**src/bes_pkg.sv**
```systemverilog
// ----------------------------------------------------------------------------
// Burst envelope smoother package
// Field widths, register reset values and register indexes.
// ----------------------------------------------------------------------------
`timescale 1ns / 1ps
`default_nettype none

package bes_pkg;

  localparam int BURST_LEN_DEFAULT = 32;

  localparam int SAMPLE_W = 32;
  localparam int LEVEL_W  = 31;
  localparam int SHIFT_W  = 3;
  localparam int CLIP_W   = 6;
  localparam int CFG_IDX_W = 2;

  localparam logic [LEVEL_W-1:0] USABLE_LIMIT_RESET = 31'd390000000;
  localparam logic [LEVEL_W-1:0] RAIL_LEVEL_RESET   = 31'd400000000;
  localparam logic [SHIFT_W-1:0] FILTER_SHIFT_RESET = 3'd2;

  typedef enum logic [CFG_IDX_W-1:0] {
    CFG_USABLE_LIMIT = 2'd0,
    CFG_RAIL_LEVEL   = 2'd1,
    CFG_FILTER_SHIFT = 2'd2
  } cfg_reg_t;

endpackage

`default_nettype wire

```
**src/bes_accum.sv**
```systemverilog
// ----------------------------------------------------------------------------
// Burst accumulator
// Registers each sample, rectifies and limits it, sums one burst and counts its clips.
// ----------------------------------------------------------------------------
`timescale 1ns / 1ps
`default_nettype none

module bes_accum #(
  parameter int BURST_LEN = bes_pkg::BURST_LEN_DEFAULT
) (
  input  wire logic                          clk,
  input  wire logic                          rst,
  input  wire logic                          in_valid,
  output logic                               in_stall,
  input  wire logic [bes_pkg::SAMPLE_W-1:0]  sample,
  input  wire logic [bes_pkg::LEVEL_W-1:0]   usable_limit,
  input  wire logic [bes_pkg::LEVEL_W-1:0]   rail_level,
  output logic                               burst_valid,
  input  wire logic                          burst_ready,
  output logic [bes_pkg::LEVEL_W+$clog2(BURST_LEN)-1:0] burst_sum,
  output logic [bes_pkg::CLIP_W-1:0]         burst_clips
);

  localparam int POS_W = $clog2(BURST_LEN);
  localparam int SUM_W = bes_pkg::LEVEL_W + POS_W;
  localparam logic [POS_W-1:0] LAST_POS = POS_W'(BURST_LEN - 1);

  logic                            s_valid;
  logic [bes_pkg::SAMPLE_W-1:0]    s_sample;
  logic [POS_W-1:0]                pos;
  logic [SUM_W-1:0]                sum_acc;
  logic [bes_pkg::CLIP_W-1:0]      clips_acc;

  logic [bes_pkg::SAMPLE_W-1:0]    mag;
  logic                            clipped;
  logic [bes_pkg::LEVEL_W-1:0]     limited;
  logic [SUM_W-1:0]                sum_next;
  logic [bes_pkg::CLIP_W-1:0]      clips_next;
  logic                            last;
  logic                            b_free;
  logic                            s_move;
  logic                            accept;

  // The most negative sample negates to itself, which read unsigned is 2^31.
  always_comb begin
    mag        = s_sample[bes_pkg::SAMPLE_W-1] ? (~s_sample + 1'b1) : s_sample;
    clipped    = (mag >= {1'b0, rail_level});
    limited    = (mag > {1'b0, usable_limit}) ? usable_limit
                                               : mag[bes_pkg::LEVEL_W-1:0];
    sum_next   = sum_acc + SUM_W'(limited);
    clips_next = clips_acc + bes_pkg::CLIP_W'(clipped);
    last       = (pos == LAST_POS);
    b_free     = !burst_valid || burst_ready;
    s_move     = s_valid && (!last || b_free);
    in_stall   = s_valid && last && !b_free;
    accept     = in_valid && !in_stall;
  end

  always_ff @(posedge clk) begin
    if (rst) begin
      s_valid     <= 1'b0;
      pos         <= '0;
      sum_acc     <= '0;
      clips_acc   <= '0;
      burst_valid <= 1'b0;
    end else begin
      if (accept) begin
        s_valid <= 1'b1;
      end else if (s_move) begin
        s_valid <= 1'b0;
      end

      if (s_move) begin
        if (last) begin
          pos       <= '0;
          sum_acc   <= '0;
          clips_acc <= '0;
        end else begin
          pos       <= POS_W'(pos + 1'b1);
          sum_acc   <= sum_next;
          clips_acc <= clips_next;
        end
      end

      if (s_move && last) begin
        burst_valid <= 1'b1;
      end else if (burst_ready) begin
        burst_valid <= 1'b0;
      end
    end
  end

  always_ff @(posedge clk) begin
    if (accept) begin
      s_sample <= sample;
    end
    if (s_move && last) begin
      burst_sum   <= sum_next;
      burst_clips <= clips_next;
    end
  end

endmodule

`default_nettype wire

```
**src/bes_recip_div.sv**
```systemverilog
// ----------------------------------------------------------------------------
// Burst mean divider
// Divides a burst sum by the burst length through a reciprocal product.
// ----------------------------------------------------------------------------
`timescale 1ns / 1ps
`default_nettype none

module bes_recip_div #(
  parameter int BURST_LEN = bes_pkg::BURST_LEN_DEFAULT
) (
  input  wire logic                          clk,
  input  wire logic                          rst,
  input  wire logic                          in_valid,
  output logic                               in_ready,
  input  wire logic [bes_pkg::LEVEL_W+$clog2(BURST_LEN)-1:0] in_sum,
  input  wire logic [bes_pkg::CLIP_W-1:0]    in_clips,
  output logic                               env_valid,
  input  wire logic                          env_ready,
  output logic [bes_pkg::LEVEL_W-1:0]        env_level,
  output logic [bes_pkg::CLIP_W-1:0]         env_clips
);

  // With M = ceil(2^K / BURST_LEN) and K = sum width + log2 of the length,
  // the error term stays below 2^(K - sum width), so the quotient is exact
  // for every sum that fits the accumulator.
  localparam int DIV_L  = $clog2(BURST_LEN);
  localparam int SUM_W  = bes_pkg::LEVEL_W + DIV_L;
  localparam int DIV_K  = SUM_W + DIV_L;
  localparam int MUL_W  = SUM_W + 2;
  localparam logic [63:0] DIV_M64 =
    ((64'd1 << DIV_K) + 64'(BURST_LEN) - 64'd1) / 64'(BURST_LEN);
  localparam logic [MUL_W-1:0] DIV_M = DIV_M64[MUL_W-1:0];

  localparam int SL_W = (SUM_W + 1) / 2;
  localparam int SH_W = SUM_W - SL_W;
  localparam int ML_W = (MUL_W + 1) / 2;
  localparam int MH_W = MUL_W - ML_W;
  localparam int LL_W = SL_W + ML_W;
  localparam int LH_W = SL_W + MH_W;
  localparam int HL_W = SH_W + ML_W;
  localparam int HH_W = SH_W + MH_W;
  localparam int PROD_W = SUM_W + MUL_W;

  localparam logic [ML_W-1:0] M_LO = DIV_M[ML_W-1:0];
  localparam logic [MH_W-1:0] M_HI = DIV_M[MUL_W-1:ML_W];

  logic                       p_valid;
  logic [LL_W-1:0]            pp_ll;
  logic [LH_W-1:0]            pp_lh;
  logic [HL_W-1:0]            pp_hl;
  logic [HH_W-1:0]            pp_hh;
  logic [bes_pkg::CLIP_W-1:0] p_clips;
  logic                       p_ready;
  logic [PROD_W-1:0]          prod;

  always_comb begin
    p_ready  = !env_valid || env_ready;
    in_ready = !p_valid || p_ready;
    prod = PROD_W'(pp_ll)
         + (PROD_W'(pp_lh) << ML_W)
         + (PROD_W'(pp_hl) << SL_W)
         + (PROD_W'(pp_hh) << (SL_W + ML_W));
  end

  always_ff @(posedge clk) begin
    if (rst) begin
      p_valid   <= 1'b0;
      env_valid <= 1'b0;
    end else begin
      if (in_ready) begin
        p_valid <= in_valid;
      end
      if (p_ready) begin
        env_valid <= p_valid;
      end
    end
  end

  always_ff @(posedge clk) begin
    if (in_ready && in_valid) begin
      pp_ll   <= LL_W'(in_sum[SL_W-1:0]) * LL_W'(M_LO);
      pp_lh   <= LH_W'(in_sum[SL_W-1:0]) * LH_W'(M_HI);
      pp_hl   <= HL_W'(in_sum[SUM_W-1:SL_W]) * HL_W'(M_LO);
      pp_hh   <= HH_W'(in_sum[SUM_W-1:SL_W]) * HH_W'(M_HI);
      p_clips <= in_clips;
    end
    if (p_ready && p_valid) begin
      env_level <= prod[DIV_K +: bes_pkg::LEVEL_W];
      env_clips <= p_clips;
    end
  end

endmodule

`default_nettype wire

```
**src/burst_envelope_smoother_core.sv**
```systemverilog
// ----------------------------------------------------------------------------
// Burst envelope smoother
// Rectified burst average followed by an exponential smoothing filter.
// ----------------------------------------------------------------------------
// The block takes one sample per clock cycle while not stalled and gives one
// result for every BURST_LEN samples: the filtered level, the burst mean and
// the count of clipped samples. A result passes these registers in order: the
// input register takes the last sample of its burst at the accepting edge,
// then the burst accumulator, the partial-product stage and the summing
// stage of the reciprocal divider are loaded, and the filter loads the
// output register. The sample input stalls only when a finished burst cannot
// move into the divider, which happens only after the result side has held
// its stall long enough to fill the pipeline. Registers are to be written
// only while no transaction is in flight; the block does not enforce this.
`timescale 1ns / 1ps
`default_nettype none

module burst_envelope_smoother_core #(
  parameter int BURST_LEN = bes_pkg::BURST_LEN_DEFAULT
) (
  input  wire logic                           clk,
  input  wire logic                           rst,
  input  wire logic                           cfg_we,
  input  wire logic [bes_pkg::CFG_IDX_W-1:0]  cfg_index,
  input  wire logic [bes_pkg::LEVEL_W-1:0]    cfg_data,
  input  wire logic                           in_valid,
  output logic                                in_stall,
  input  wire logic [bes_pkg::SAMPLE_W-1:0]   sample,
  output logic                                out_valid,
  input  wire logic                           out_stall,
  output logic [bes_pkg::LEVEL_W-1:0]         filtered_level,
  output logic [bes_pkg::LEVEL_W-1:0]         envelope_level,
  output logic [bes_pkg::CLIP_W-1:0]          clipped_count
);

  localparam int SUM_W  = bes_pkg::LEVEL_W + $clog2(BURST_LEN);
  localparam int DIFF_W = bes_pkg::LEVEL_W + 2;

  logic [bes_pkg::LEVEL_W-1:0] usable_limit;
  logic [bes_pkg::LEVEL_W-1:0] rail_level;
  logic [bes_pkg::SHIFT_W-1:0] filter_shift;

  logic                        burst_valid;
  logic                        burst_ready;
  logic [SUM_W-1:0]            burst_sum;
  logic [bes_pkg::CLIP_W-1:0]  burst_clips;

  logic                        env_valid;
  logic                        env_ready;
  logic [bes_pkg::LEVEL_W-1:0] env_level;
  logic [bes_pkg::CLIP_W-1:0]  env_clips;

  logic [bes_pkg::LEVEL_W-1:0] smoothed;
  logic                        smoothed_loaded;
  logic [bes_pkg::LEVEL_W-1:0] smoothed_next;
  logic [DIFF_W-1:0]           diff;
  logic [DIFF_W-1:0]           bias;
  logic [DIFF_W-1:0]           step;
  logic [DIFF_W-1:0]           moved;
  logic                        load_out;

  always_ff @(posedge clk) begin
    if (rst) begin
      usable_limit <= bes_pkg::USABLE_LIMIT_RESET;
      rail_level   <= bes_pkg::RAIL_LEVEL_RESET;
      filter_shift <= bes_pkg::FILTER_SHIFT_RESET;
    end else if (cfg_we) begin
      unique case (cfg_index)
        bes_pkg::CFG_USABLE_LIMIT: usable_limit <= cfg_data;
        bes_pkg::CFG_RAIL_LEVEL:   rail_level   <= cfg_data;
        bes_pkg::CFG_FILTER_SHIFT: filter_shift <= cfg_data[bes_pkg::SHIFT_W-1:0];
        default: ;
      endcase
    end
  end

  bes_accum #(
    .BURST_LEN(BURST_LEN)
  ) u_accum (
    .clk          (clk),
    .rst          (rst),
    .in_valid     (in_valid),
    .in_stall     (in_stall),
    .sample       (sample),
    .usable_limit (usable_limit),
    .rail_level   (rail_level),
    .burst_valid  (burst_valid),
    .burst_ready  (burst_ready),
    .burst_sum    (burst_sum),
    .burst_clips  (burst_clips)
  );

  bes_recip_div #(
    .BURST_LEN(BURST_LEN)
  ) u_div (
    .clk       (clk),
    .rst       (rst),
    .in_valid  (burst_valid),
    .in_ready  (burst_ready),
    .in_sum    (burst_sum),
    .in_clips  (burst_clips),
    .env_valid (env_valid),
    .env_ready (env_ready),
    .env_level (env_level),
    .env_clips (env_clips)
  );

  // The filter step truncates toward zero, so a negative difference is
  // biased up by one less than the divisor before the arithmetic shift.
  always_comb begin
    env_ready = !out_valid || !out_stall;
    load_out  = env_valid && env_ready;
    diff      = {2'b00, env_level} - {2'b00, smoothed};
    bias      = diff[DIFF_W-1] ? ((DIFF_W'(1) << filter_shift) - DIFF_W'(1)) : '0;
    step      = DIFF_W'($signed(diff + bias) >>> filter_shift);
    moved     = {2'b00, smoothed} + step;
    smoothed_next = smoothed_loaded ? moved[bes_pkg::LEVEL_W-1:0] : env_level;
  end

  always_ff @(posedge clk) begin
    if (rst) begin
      out_valid       <= 1'b0;
      smoothed        <= '0;
      smoothed_loaded <= 1'b0;
    end else begin
      if (load_out) begin
        out_valid       <= 1'b1;
        smoothed        <= smoothed_next;
        smoothed_loaded <= 1'b1;
      end else if (!out_stall) begin
        out_valid <= 1'b0;
      end
    end
  end

  always_ff @(posedge clk) begin
    if (load_out) begin
      filtered_level <= smoothed_next;
      envelope_level <= env_level;
      clipped_count  <= env_clips;
    end
  end

endmodule

`default_nettype wire

```
**config.mk**
```make
export PLATFORM = sky130hd
export DESIGN_NAME = burst_envelope_smoother_core
export DESIGN_NICKNAME = d
export VERILOG_FILES = /design/src/bes_pkg.sv /design/src/bes_accum.sv /design/src/bes_recip_div.sv /design/src/burst_envelope_smoother_core.sv
export SDC_FILE = /design/constraint.sdc
export NUM_CORES = 1
export LEC_CHECK = 0
export ABC_AREA = 1
export BUFFER_PORTS_ARGS = -buffer_cell sky130_fd_sc_hd__buf_4
export CAP_MARGIN = 20
export CORE_ASPECT_RATIO = 0.9
export CORE_MARGIN = 2
export CORE_UTILIZATION = 65
export CTS_CLUSTER_DIAMETER = 80
export DETAILED_ROUTE_END_ITERATION = 8
export PLACE_DENSITY = 0.89
export SETUP_SLACK_MARGIN = 0.1
export SYNTH_ARGS = -nofsm -noshare
export SYNTH_HDL_FRONTEND = slang
export SYNTH_HIERARCHICAL = 1
export SYNTH_SLANG_ARGS = --single-unit
```
**constraint.sdc**
```tcl
create_clock -name clk -period 18.7 [get_ports clk]
set_clock_uncertainty 0.1 [all_clocks]
set_input_delay 0.935 -clock clk [delete_from_list [all_inputs] [get_ports clk]]
set_output_delay 0.935 -clock clk [all_outputs]
set_load 0.01 [all_outputs]
```
==> impl_metrics.env <==
export IMPL_hold_class="flip-flop to flip-flop"
export IMPL_cts_sinks=360
export IMPL_via_per_inst=5.91
export IMPL_leakage_nw=12.3
export IMPL_cap_violations=0
export IMPL_slowest_delay_ps=470
export IMPL_critPathCaptureType="flip-flop"
export IMPL_rows=65
export IMPL_gr_total_overflow=0
export IMPL_grt_pass1_vias=20900
export IMPL_dp_cells=3585
export IMPL_cpLargestDelayFamily="compound AO/OA/AOI/OAI gates"
export IMPL_worstPathBufferInverterCount=5
export IMPL_portBuffers=139
export IMPL_drtPass1Iterations=9
export IMPL_detailedPlace_worstSlack_ps=11800
export IMPL_place_gp_congestion=0.948
export IMPL_cts_setup_buffers=0
export IMPL_pwr_share_clk=0.369
export IMPL_combPwrFrac=0.217
export IMPL_syn_area_mm2=0.0234
export IMPL_grt_start_max_net_pins=72
export IMPL_fmax_mhz=138
export IMPL_max_slew_worst_pin_slew_ps=1090
export IMPL_n_antenna_cell=0
export IMPL_fin_cells=3657
export IMPL_p_switching_uw=668
export IMPL_syn_area_per_cell_um2=7.72
export IMPL_coreArea_mm2=0.0353
export IMPL_critPathKind="flip-flop to flip-flop"
export IMPL_num_vias=21600
export IMPL_switching_share=0.314
export IMPL_post_drt_wl_per_cell_um=18.7
export IMPL_antenna_found_initial=1
export IMPL_hp_start="u_div/pp_hh[17]"
export IMPL_status="finished, violations left"
export IMPL_die_area_mm2=0.0375
export IMPL_setup_viol=0
export IMPL_final_nets=3425
export IMPL_totalWireLength_mm=68.5
export IMPL_hold_viol=0
export IMPL_seqPwrFrac=0.414
export IMPL_ir_drop_mv=0.0920
export IMPL_r2r_start="smoothed[18]"
export IMPL_netlist_instances=3033
export IMPL_crit_path_start="smoothed[18]"
export IMPL_violations="DRC"
export IMPL_start_util=0.663
export IMPL_cts_buffers=39
export IMPL_hold_buffers=0
export IMPL_intPower_mw=1.46
export IMPL_fin_ws_ps=11450
export IMPL_cts_root_buf="clkbuf_16"
export IMPL_slew_headroom=0.273
export IMPL_yosysWarnings=6
export IMPL_grt_use_total=0.364
export IMPL_die_h_um=184
export IMPL_insertion_delay_ps=560
export IMPL_first_iter_violations=2232
export IMPL_cts_tree="built"
export IMPL_layout_min_cycle_time_ps=7250
export IMPL_drv_slew=0
export IMPL_clkTransAtPathRegs_ps=60
export IMPL_cts_buffer_depth=3
export IMPL_dp_hpwl_mm=51.9
export IMPL_tns_ps=0
export IMPL_required_ps=19050
export IMPL_power_density_mw_per_mm2=81.2
export IMPL_die_w_um=204
export IMPL_rsz0062_at_grt="false"
export IMPL_num_io_pins=140
export IMPL_period_share=0.388
export IMPL_totalPowerFinal_mw=2.13
export IMPL_areaGrowthSynthToFinish_pct=11.9
export IMPL_ant_nets=0
export IMPL_grt_pass1_wl_mm=108
export IMPL_ctsHtreeMaxLevel=2
export IMPL_cp_slowest_cell="xnor2_1"
export IMPL_setup_worst_path_start_class="flip-flop"
export IMPL_ctsResizeCount=0
export IMPL_drive_gt1_frac=0.0928
export IMPL_route_detailed_drc=1
export IMPL_cp_data_arrival_time_ps=7600
export IMPL_crit_path_max_fanout=15
area by class of cell:
class                   instances  area (um^2)
well taps                     469          587
clock buffers                  53         1080
fillers                      2668         9100
flip-flops and latches        360         9320
multi-input cells            2206        12300
inverters                     391         1470
repair buffers                159         1190
clock inverters                19          220
cell usage in the layout, fill, tap and decap left out, drive strengths merged, types with 84 or more instances in the layout:
cell	instances
dfxtp	149
nand2	755
nor2	244
xor2	84
edfxtp	211
ha	194
nand3	222
inv	394
o21ai	221
a21oi	244
buf	159
routing by layer:
metal | part of all wire | global-route usage | wire length [um] | vias to the layer above
met5 | 0.00012 | 0 | 8 | -
met4 | 0.032 | 0.122 | 2180 | 2
met3 | 0.080 | 0.0516 | 5450 | 169
met2 | 0.48 | 0.626 | 33000 | 1061
met1 | 0.41 | 0.474 | 27900 | 10100
li1 | - | - | - | 10300
state kept, by name, summed over array words and instances, names as in the netlist, 13 cells and up:
register and flops:
envelope_level 31, u_div/pp_hh 18, u_accum/s_sample 32, u_div/pp_lh 13, filtered_level 31, u_div/env_level 31, usable_limit 31, u_accum/sum_acc 36
rail_level 31, smoothed 31, u_accum/burst_sum 31
through the flow:
stage / instance area, um^2 / util / hold slack, ps
5_1_grt: 26200 / 0.742 / 319
4_1_cts: 26200 / 0.742 / 303
3_3_place_gp: 24900 / 0.705 / 301
3_5_place_dp: 24900 / 0.705 / 305
6_report: 26200 / 0.742 / 297
2_1_floorplan: 23400 / - / 300
power groups by stage:
stage / sequential [mW] / clock (mW) / combinational [mW]
after floorplan: 0.890 / 0 / 0.323
after global placement: 0.895 / 0 / 0.429
after detailed placement: 0.896 / 0 / 0.445
after CTS: 0.879 / 0.791 / 0.450
after global routing: 0.881 / 0.819 / 0.509
final: 0.880 / 0.786 / 0.462
final timing paths:
check | endpoint | depth (start not counted) | slack [ps]
min | u_div/env_level[13] | 0 | 300
max reg2reg | smoothed[16] | 35 | 11450
max | smoothed[16] | 35 | 11450
min reg2reg | u_div/env_level[13] | 0 | 300
Note: power is estimated with default switching activity, not from simulation.
